## src/rtl/hlc_pkg.sv

```systemverilog
package hlc_pkg;

    localparam int DATA_W = 64;
    localparam int LOGICAL_BITS_DEF = 18;
    localparam logic [DATA_W-1:0] MAX_OFFSET_RESET = 64'd16000000000;

    localparam logic OP_LOCAL = 1'b0;
    localparam logic OP_RECV  = 1'b1;

    typedef struct packed {
        logic [DATA_W-1:0] new_stamp;
        logic [DATA_W-1:0] lead_offset;
        logic              sync_error;
    } t_result;

endpackage

```

## src/rtl/hlc_req_if.sv

```systemverilog
interface hlc_req_if;

    logic                       valid;
    logic                       ready;
    logic                       operation;
    logic [hlc_pkg::DATA_W-1:0] phys_time;
    logic [hlc_pkg::DATA_W-1:0] msg_stamp;

    modport source (output valid, output operation, output phys_time, output msg_stamp,
                    input ready);
    modport sink   (input valid, input operation, input phys_time, input msg_stamp,
                    output ready);

endinterface

```

## src/rtl/hlc_rsp_if.sv

```systemverilog
interface hlc_rsp_if;

    logic                       valid;
    logic                       ready;
    logic [hlc_pkg::DATA_W-1:0] new_stamp;
    logic [hlc_pkg::DATA_W-1:0] lead_offset;
    logic                       sync_error;

    modport source (output valid, output new_stamp, output lead_offset, output sync_error,
                    input ready);
    modport sink   (input valid, input new_stamp, input lead_offset, input sync_error,
                    output ready);

endinterface

```

## src/rtl/hybrid_logical_clock_update.sv

```systemverilog
// An accepted input transaction is held in the input register, then passes through
// the merge logic into the result register, which presents the result transaction.
// Throughput: one transaction per cycle while the result side is not stalled; the clock
// register is updated, unless the result is a sync error, in the same cycle the result
// register loads, so the next transaction sees it at once. Reset (synchronous, active
// low) clears both stage valids, sets the clock to zero and max_offset to 16000000000.
module hybrid_logical_clock_update #(
    parameter int LOGICAL_BITS = hlc_pkg::LOGICAL_BITS_DEF
) (
    input  logic                       i_clk,
    input  logic                       i_rst_n,
    input  logic                       i_cfg_we,
    input  logic [hlc_pkg::DATA_W-1:0] i_cfg_wdata,
    hlc_req_if.sink                    i_req,
    hlc_rsp_if.source                  o_rsp
);

    localparam int W = hlc_pkg::DATA_W;

    logic             r_in_valid;
    logic             r_in_op;
    logic [W-1:0]     r_in_phys;
    logic [W-1:0]     r_in_msg;
    logic             r_out_valid;
    hlc_pkg::t_result r_out;
    logic [W-1:0]     r_clock;
    logic [W-1:0]     r_max_offset;

    hlc_pkg::t_result n_out;
    logic             clock_we;
    logic             advance;

    assign advance     = r_in_valid && (!r_out_valid || o_rsp.ready);
    assign i_req.ready = !r_in_valid || advance;

    hlc_merge #(
        .LOGICAL_BITS (LOGICAL_BITS)
    ) u_merge (
        .i_operation  (r_in_op),
        .i_phys_time  (r_in_phys),
        .i_msg_stamp  (r_in_msg),
        .i_clock      (r_clock),
        .i_max_offset (r_max_offset),
        .o_result     (n_out),
        .o_clock_we   (clock_we)
    );

    always_ff @(posedge i_clk) begin
        if (!i_rst_n) begin
            r_in_valid   <= 1'b0;
            r_out_valid  <= 1'b0;
            r_clock      <= '0;
            r_max_offset <= hlc_pkg::MAX_OFFSET_RESET;
        end else begin
            if (i_req.ready) begin
                r_in_valid <= i_req.valid;
            end
            if (advance) begin
                r_out_valid <= 1'b1;
            end else if (o_rsp.ready) begin
                r_out_valid <= 1'b0;
            end
            if (advance && clock_we) begin
                r_clock <= n_out.new_stamp;
            end
            if (i_cfg_we) begin
                r_max_offset <= i_cfg_wdata;
            end
        end
    end

    always_ff @(posedge i_clk) begin
        if (i_req.valid && i_req.ready) begin
            r_in_op   <= i_req.operation;
            r_in_phys <= i_req.phys_time;
            r_in_msg  <= i_req.msg_stamp;
        end
        if (advance) begin
            r_out <= n_out;
        end
    end

    assign o_rsp.valid       = r_out_valid;
    assign o_rsp.new_stamp   = r_out.new_stamp;
    assign o_rsp.lead_offset = r_out.lead_offset;
    assign o_rsp.sync_error  = r_out.sync_error;

endmodule

```

## src/rtl/hlc_merge.sv

```systemverilog
module hlc_merge #(
    parameter int LOGICAL_BITS = hlc_pkg::LOGICAL_BITS_DEF
) (
    input  logic                       i_operation,
    input  logic [hlc_pkg::DATA_W-1:0] i_phys_time,
    input  logic [hlc_pkg::DATA_W-1:0] i_msg_stamp,
    input  logic [hlc_pkg::DATA_W-1:0] i_clock,
    input  logic [hlc_pkg::DATA_W-1:0] i_max_offset,
    output hlc_pkg::t_result           o_result,
    output logic                       o_clock_we
);

    localparam int W = hlc_pkg::DATA_W;
    localparam logic [W-1:0] LOW_MASK = {{(W-LOGICAL_BITS){1'b0}}, {LOGICAL_BITS{1'b1}}};

    logic [W-1:0] pt;
    logic [W-1:0] ml;
    logic [W-1:0] cp;
    logic [W-1:0] lead;
    logic [W-1:0] clock_inc;
    logic [W-1:0] msg_inc;
    logic [W-1:0] max_inc;
    logic [W-1:0] next_clock;
    logic         err;

    assign pt        = i_phys_time & ~LOW_MASK;
    assign ml        = i_msg_stamp & ~LOW_MASK;
    assign cp        = i_clock & ~LOW_MASK;
    assign clock_inc = i_clock + W'(1);
    assign msg_inc   = i_msg_stamp + W'(1);
    assign max_inc   = (i_clock < i_msg_stamp) ? msg_inc : clock_inc;
    assign lead      = (ml > pt) ? (ml - pt) : '0;
    assign err       = (i_operation == hlc_pkg::OP_RECV) && (lead > i_max_offset);

    always_comb begin
        next_clock = clock_inc;
        unique case (i_operation)
            hlc_pkg::OP_LOCAL: begin
                next_clock = (cp < pt) ? pt : clock_inc;
            end
            hlc_pkg::OP_RECV: begin
                priority if (cp < ml) begin
                    next_clock = (ml < pt) ? pt : msg_inc;
                end else if (cp < pt) begin
                    next_clock = pt;
                end else if (pt <= ml) begin
                    next_clock = max_inc;
                end else begin
                    next_clock = clock_inc;
                end
            end
            default: begin
                next_clock = clock_inc;
            end
        endcase
    end

    always_comb begin
        o_result.new_stamp   = err ? '0 : next_clock;
        o_result.lead_offset = (i_operation == hlc_pkg::OP_RECV) ? lead : '0;
        o_result.sync_error  = err;
    end

    assign o_clock_we = !err;

endmodule

```

## src/flat_wrapper.sv

```systemverilog
// flat-port wrapper written by rule: the top's interface ports become plain ports
module hybrid_logical_clock_update_flat 
#(
    parameter int LOGICAL_BITS = hlc_pkg::LOGICAL_BITS_DEF
)
  (i_clk, i_rst_n, i_cfg_we, i_cfg_wdata, i_req_valid, i_req_operation, i_req_phys_time, i_req_msg_stamp, i_req_ready, o_rsp_valid, o_rsp_new_stamp, o_rsp_lead_offset, o_rsp_sync_error, o_rsp_ready);
  hlc_req_if i_req_i ();
  hlc_rsp_if o_rsp_i ();
  input  logic i_clk;
  input  logic i_rst_n;
  input  logic i_cfg_we;
  input  logic [hlc_pkg::DATA_W-1:0] i_cfg_wdata;
  input wire logic [$bits(i_req_i.valid)-1:0] i_req_valid;
  input wire logic [$bits(i_req_i.operation)-1:0] i_req_operation;
  input wire logic [$bits(i_req_i.phys_time)-1:0] i_req_phys_time;
  input wire logic [$bits(i_req_i.msg_stamp)-1:0] i_req_msg_stamp;
  output wire logic [$bits(i_req_i.ready)-1:0] i_req_ready;
  output wire logic [$bits(o_rsp_i.valid)-1:0] o_rsp_valid;
  output wire logic [$bits(o_rsp_i.new_stamp)-1:0] o_rsp_new_stamp;
  output wire logic [$bits(o_rsp_i.lead_offset)-1:0] o_rsp_lead_offset;
  output wire logic [$bits(o_rsp_i.sync_error)-1:0] o_rsp_sync_error;
  input wire logic [$bits(o_rsp_i.ready)-1:0] o_rsp_ready;
  assign i_req_i.valid = i_req_valid;
  assign i_req_i.operation = i_req_operation;
  assign i_req_i.phys_time = i_req_phys_time;
  assign i_req_i.msg_stamp = i_req_msg_stamp;
  assign i_req_ready = i_req_i.ready;
  assign o_rsp_valid = o_rsp_i.valid;
  assign o_rsp_new_stamp = o_rsp_i.new_stamp;
  assign o_rsp_lead_offset = o_rsp_i.lead_offset;
  assign o_rsp_sync_error = o_rsp_i.sync_error;
  assign o_rsp_i.ready = o_rsp_ready;
  hybrid_logical_clock_update #(.LOGICAL_BITS(LOGICAL_BITS)) u_core (.i_clk(i_clk), .i_rst_n(i_rst_n), .i_cfg_we(i_cfg_we), .i_cfg_wdata(i_cfg_wdata), .i_req(i_req_i), .o_rsp(o_rsp_i));
endmodule
```

## config.mk

```make
export PLATFORM = sky130hd
export DESIGN_NAME = hybrid_logical_clock_update_flat
export DESIGN_NICKNAME = d
export VERILOG_FILES = /design/src/rtl/hlc_pkg.sv /design/src/rtl/hlc_req_if.sv /design/src/rtl/hlc_rsp_if.sv /design/src/rtl/hybrid_logical_clock_update.sv /design/src/rtl/hlc_merge.sv /design/src/flat_wrapper.sv
export SDC_FILE = /design/constraint.sdc
export NUM_CORES = 1
export LEC_CHECK = 0
export BUFFER_PORTS_ARGS = -buffer_cell sky130_fd_sc_hd__buf_2
export CORE_ASPECT_RATIO = 0.8
export CORE_MARGIN = 3
export CORE_UTILIZATION = 55
export CTS_CLUSTER_SIZE = 10
export DETAILED_ROUTE_END_ITERATION = 16
export GPL_TIMING_DRIVEN = 1
export PLACE_DENSITY_LB_ADDON = 0.2
export SYNTH_ARGS = -nofsm -noshare
export SYNTH_HDL_FRONTEND = slang
export SYNTH_SLANG_ARGS = --single-unit
```

## constraint.sdc

```tcl
create_clock -name i_clk -period 9.13 [get_ports i_clk]
set_input_delay 1.826 -clock i_clk [delete_from_list [all_inputs] [get_ports i_clk]]
set_output_delay 1.826 -clock i_clk [all_outputs]
set_load 0.02 [all_outputs]
```

=== Word level (Yosys, flattened, before mapping) ===
Index checks and enable logic that the tools add are counted.

* Register bits: 388
* Input bits: 198
* Output and inout port bits: 131
* Logic and storage cells: 42

* Add/sub/neg operators: 3
* Magnitude comparators: 7
* Mux-type cells: 11
* Bitwise logic cells: 1
* Reduce and logical (&&, ||, !) cells: 10

{| class="wikitable"
|+ Operator list
! kind !! number
|-
| two-way mux 64 bit || 8
|-
| less-than comparator 64 bit || 4
|-
| adder 64 x 1 -> 64 bit (second input constant) || 2
|-
| greater-than comparator 64 bit || 2
|-
| one-hot mux 64 bit (2 select lines) || 1
|-
| <= comparator 64 bit || 1
|-
| subtractor 64 bit || 1
|-
| logical AND 1 bit || 4
|-
| zero test 1 bit || 3
|-
| logical OR 1 bit || 2
|-
| two-way mux 1 bit || 2
|-
| nonzero test 2 bit || 1
|-
| NOT 1 bit || 1
|}

=== Longest topological paths before layout ===
* Word-level depth: 7
* Gate-level depth with buffers: 28
* Depth with buffers taken out: 24

=== Modules after synthesis ===
From an unflattened synthesis, not the netlist that was laid out.

* Cell total of the unflattened synthesis: 2474
* Area, all modules: 24430.9 um^2

{| class="wikitable"
|+ By module, submodules not included
! module !! times used !! cells an instance !! area each (um^2) !! sequential area each (um^2)
|-
| hybrid_logical_clock_update || 1 || 752 || 12834.8 || 10349.9
|-
| hlc_merge || 1 || 1722 || 11596.1 || 0.0
|}

=== Worst setup path before layout ===
Ideal clock, no wire load.

* Path kind: input port to flip-flop
* Start: in o_rsp_ready
* End: reg u_core.r_clock[31]
* Setup time: 0.130 ns
* Data arrival time: 8.395 ns
* Required time: 9.000 ns
* Path slack: 0.606 ns
* Stages on the path: 8
* Buffers on the path: 4
* Cell sequence: nor2b_1 -> nor2b_1 -> nor2b_1 -> clkbuf_1 -> clkbuf_1 -> clkbuf_1 -> clkbuf_1 -> a21oi_1

* Cells in the longest elaborated chain, start to end: 3

{| class="wikitable"
|+ Ends and longest elaborated chain
! what !! line !! RTL
|-
| start, declared || flat_wrapper.sv:22 || <nowiki>input wire logic [$bits(o_rsp_i.ready)-1:0] o_rsp_ready;</nowiki>
|-
| logical OR 1 bit || hybrid_logical_clock_update.sv:33 || <nowiki>assign advance = r_in_valid && (!r_out_valid || o_rsp.ready);</nowiki>
|-
| logical AND 1 bit || hybrid_logical_clock_update.sv:33 ||
|-
| net u_core.advance || hybrid_logical_clock_update.sv:31 || <nowiki>logic advance;</nowiki>
|-
| logical AND 1 bit || hybrid_logical_clock_update.sv:63 || <nowiki>if (advance && clock_we) begin</nowiki>
|-
| end signal, assigned || hybrid_logical_clock_update.sv:64 || <nowiki>r_clock <= n_out.new_stamp;</nowiki>
|-
| end, declared || hybrid_logical_clock_update.sv:26 || <nowiki>logic [W-1:0] r_clock;</nowiki>
|}

The timed path passes the listed nets, and every way through them passes these cells.
A chain may end at the register's enable or synchronous reset.

=== Worst setup path after layout ===
* Start: reg u_core.r_in_msg[18]
* End: reg u_core.r_clock[55]

* Elaborated cells between the ends (all ways): 19
* Classes of those cells: 2 x add/sub; 6 x order compare; 8 x mux; 3 x reduce/logical

{| class="wikitable"
|+ RTL lines
! what !! line !! RTL
|-
| start, declared || hybrid_logical_clock_update.sv:23 || <nowiki>logic [W-1:0] r_in_msg;</nowiki>
|-
| start signal, assigned || hybrid_logical_clock_update.sv:76 || <nowiki>r_in_msg <= i_req.msg_stamp;</nowiki>
|-
| subtractor 64 bit / greater-than comparator 64 bit (equally long branches) || hlc_merge.sv:32 || <nowiki>assign lead = (ml > pt) ? (ml - pt) : '0;</nowiki>
|-
| two-way mux 64 bit (*) || hlc_merge.sv:32 ||
|-
| net u_core.u_merge.lead[41] || hlc_merge.sv:19 || <nowiki>logic [W-1:0] lead;</nowiki>
|-
| greater-than comparator 64 bit (*) || hlc_merge.sv:33 || <nowiki>assign err = (i_operation == hlc_pkg::OP_RECV) && (lead > i_max_offset);</nowiki>
|-
| logical AND 1 bit (*) || hlc_merge.sv:33 ||
|-
| zero test 1 bit || hlc_merge.sv:64 || <nowiki>assign o_clock_we = !err;</nowiki>
|-
| logical AND 1 bit || hybrid_logical_clock_update.sv:63 ||
|}

The timed path passes the listed nets; every way through them passes the cells marked *.

==> run metrics <==
Net Sw Power=about 1.5 mW; Most Crowded Layer GR=met2; Worst Tran Pin Value=approximately 1.1 ns; die area=0.0444 mm2; period utilization=0.848; FILL cells=3479; CP required=9.58 ns; total grt overflow=0; status=finished, final reports clean; Data arrival, critical path=8.19 ns; port bufs=292; drt wl/cell=22.0 um; nets=3125; Power Total=4.63 mW; Synth warnings=0; drt pass-1 iters=6; Min-Delay Path Class=flip-flop to flip-flop; clk sinks=352; initial detailed-routing violation count=1747; CP endpoint kind=flip-flop; sequential area share after synthesis=0.402; M2 GR Usage=0.511; Mean Syn Cell Area=9.29 um2; Final Max Tran Viols=0; Crit Path Category=flip-flop to flip-flop; Unique masters post-synth=86; sequential cell area=0.00927 mm2; DIE HEIGHT=189 um; slowest stage cell, crit path=o41ai_1; clock network fraction of total power=0.329; Placeable Area=0.0410 mm2; Post-Syn Instances=around 2500; CTS Buf Count=41; crit path setup slack, layout=1.39 ns; unrepaired setup endpoints after global routing=false; final hold violations=0; Cell Area, Synth=approximately 0.023 mm2; routability-driven placement congestion ratio=about 1; post-layout util=0.636; share of cells above drive strength 1=0.151; largest fanout on the critical path=24; maximum vdd drop=0.000161 V; Setup violations, final=0; hold path cells=2; PwrDens=178 mW/mm2; Final Skew=approximately 0.026 ns; number of synthesized register bits=352; Starting Density=0.562; # resized after CTS=0; first-pass GRT wire length=~110000 um; via count=~20000; antenna fix cells=0; top-area cell type share of the netlist area=0.289; Post-CTS Setup Inserts=0; fin crit period=7.74 ns; Post-synth EDFFs=approximately 220; startpoint types=flip-flop; top cells by count, synth=nor2_1, edfxtp_1, ha_1; post-route antenna net violation count=0; hold_buf cts=0; hold slack=0.483 ns; max_cap viols=0; post-route cell area=0.0261 mm2; Worst-path clk slew=0.06 ns; P&R area growth vs syn=13.1%; Slew HR=0.266; drc violations=0; most frequent cell after synthesis=nor2_1; GR met3 Demand/Resource=0.0449; vias per cell=just over 6; sequential power share=0.423; top post-synthesis cells by area=edfxtp_1, dfxtp_1, ha_1; clk_lat worst skew=0.56 ns; Most used DFF post-synth=edfxtp_1; critical path cell sequence=inv_1, ha_1, fa_1, nand2b_1, a21oi_1, o31ai_1, a221oi_2, a221oi_4, o21bai_4, and2_1, and2_1, ha_1, a21o_1, a21o_1, a21oi_1, o22ai_1, o41ai_1, a31oi_4, nor2b_4, nand2_1, or4_1, o211ai_1; Fmax=between 0.1 and 0.15 GHz; Rows=66; CTS Buffer Depth=3; dpl hpwl=54600 um; max incr delay on CP=0.80 ns; Post-Route WL=72700 um; met1 usage=0.438; DIE WIDTH=235 um; Synth area leader=edfxtp_1; Gate power share=0.249; DP Cell Count=3224; setup TNS=0 ns; TritonCTS clock tree=yes; non-filler instance count after layout=between 3000 and 4000; initial antenna violation count=0; pre-CTS WS=1.70 ns; Internal Power=3.12 mW; Root Buffer=clkbuf_16; gr usage total=0.315; Reg2Reg Depth=22; H-Tree Depth=2; Post-DP Area=~0.025 mm2; leakage power of the design=11.1 nW; largest net degree at the start of global routing=81; Switching Fraction=0.325; vias in the first global route=just under 20000; I/O Pins=329; multi-input logic area=0.0125 mm2; Post-synth ARST share=0
-- sequential cells by signal, indices dropped and copies added, names as in the netlist --
signal	cells
u_core.r_max_offset	64
u_core.o_rsp.sync_error	1
u_core.r_in_phys	46
u_core.o_rsp.lead_offset	46
u_core.r_in_op	1
u_core.o_rsp.valid	1
u_core.r_in_valid	1
u_core.r_in_msg	64
u_core.r_clock	64
u_core.o_rsp.new_stamp	64
-- path summary, 6_finish.rpt --
kind	to	slack [ns]	from
setup reg to reg	u_core.r_clock[55]	1.39	u_core.r_in_msg[18]
hold / removal	u_core.r_max_offset[13]	0.48	u_core.r_max_offset[13]
hold reg to reg	u_core.r_max_offset[13]	0.48	u_core.r_max_offset[13]
setup / recovery	u_core.r_clock[55]	1.39	u_core.r_in_msg[18]
-- critical path, delay by kind of cell (launching register included) --
| kind | cells | cell delay [ns] |
|---|---|---|
| AO/OA/AOI/OAI | 12 | 3.49 |
| flip-flops | 1 | 0.39 |
| adder cells (fa/ha/maj) | 3 | 0.90 |
| AND/OR/NAND/NOR | 6 | 2.69 |
| buffers and inverters | 1 | 0.11 |
-- per-layer routing --
metal | wire length, um | part of all wire | vias up
li1 | - | - | 9554
met1 | 31300 | 0.43 | 9711
met2 | 33500 | 0.46 | 924
met3 | 5690 | 0.078 | 147
met4 | 2230 | 0.031 | 0
met5 | 0 | 0 | -
-- power by group through the flow --
stage / combinational (mW) / clock, mW / sequential [mW]
finish: 1.15 / 1.52 / 1.95
global route: 1.26 / 1.62 / 1.96
CTS: 1.13 / 1.54 / 1.95
detailed placement: 1.12 / 0 / 1.98
global placement: 1.10 / 0 / 1.98
floorplan: 0.739 / 0 / 2.00
-- kinds of logic after synthesis --
| group | Yosys count | synth area share |
|---|---|---|
| xor gates and xnor gates | 160 | 0.0608 |
| and+or+nand+nor | 784 | 0.170 |
| muxes | 67 | 0.0295 |
| other | 1 | 0.000163 |
| AOI/OAI and AO/OA | 591 | 0.168 |
| buffers and inverters | 321 | 0.0577 |
| DFF | 352 | 0.402 |
| adders and majority gates | 204 | 0.111 |
-- layout by cell type (no fill, tap or decap), types with 59 or more instances in the layout --
cell / Yosys / final
buf_2: 30 / 291
nor2_1: 224 / 224
edfxtp_1: 222 / 222
ha_1: 203 / 203
inv_1: 186 / 186
a21oi_1: 175 / 175
nand2_1: 159 / 159
dfxtp_1: 130 / 130
xnor2_1: 120 / 120
o21ai_0: 117 / 117
nand4_1: 86 / 86
nand3_1: 76 / 76
mux2i_1: 60 / 59
-- final cells by class --
type	instances	share of cell area
well taps	544	0.0261
repair buffers	317	0.0634
flip-flops and latches	352	0.356
clock inverters	3	0.00158
clock buffers	72	0.0447
multi-input cells	1824	0.482
inverters	187	0.0269
(Power assumes the default switching activity.)
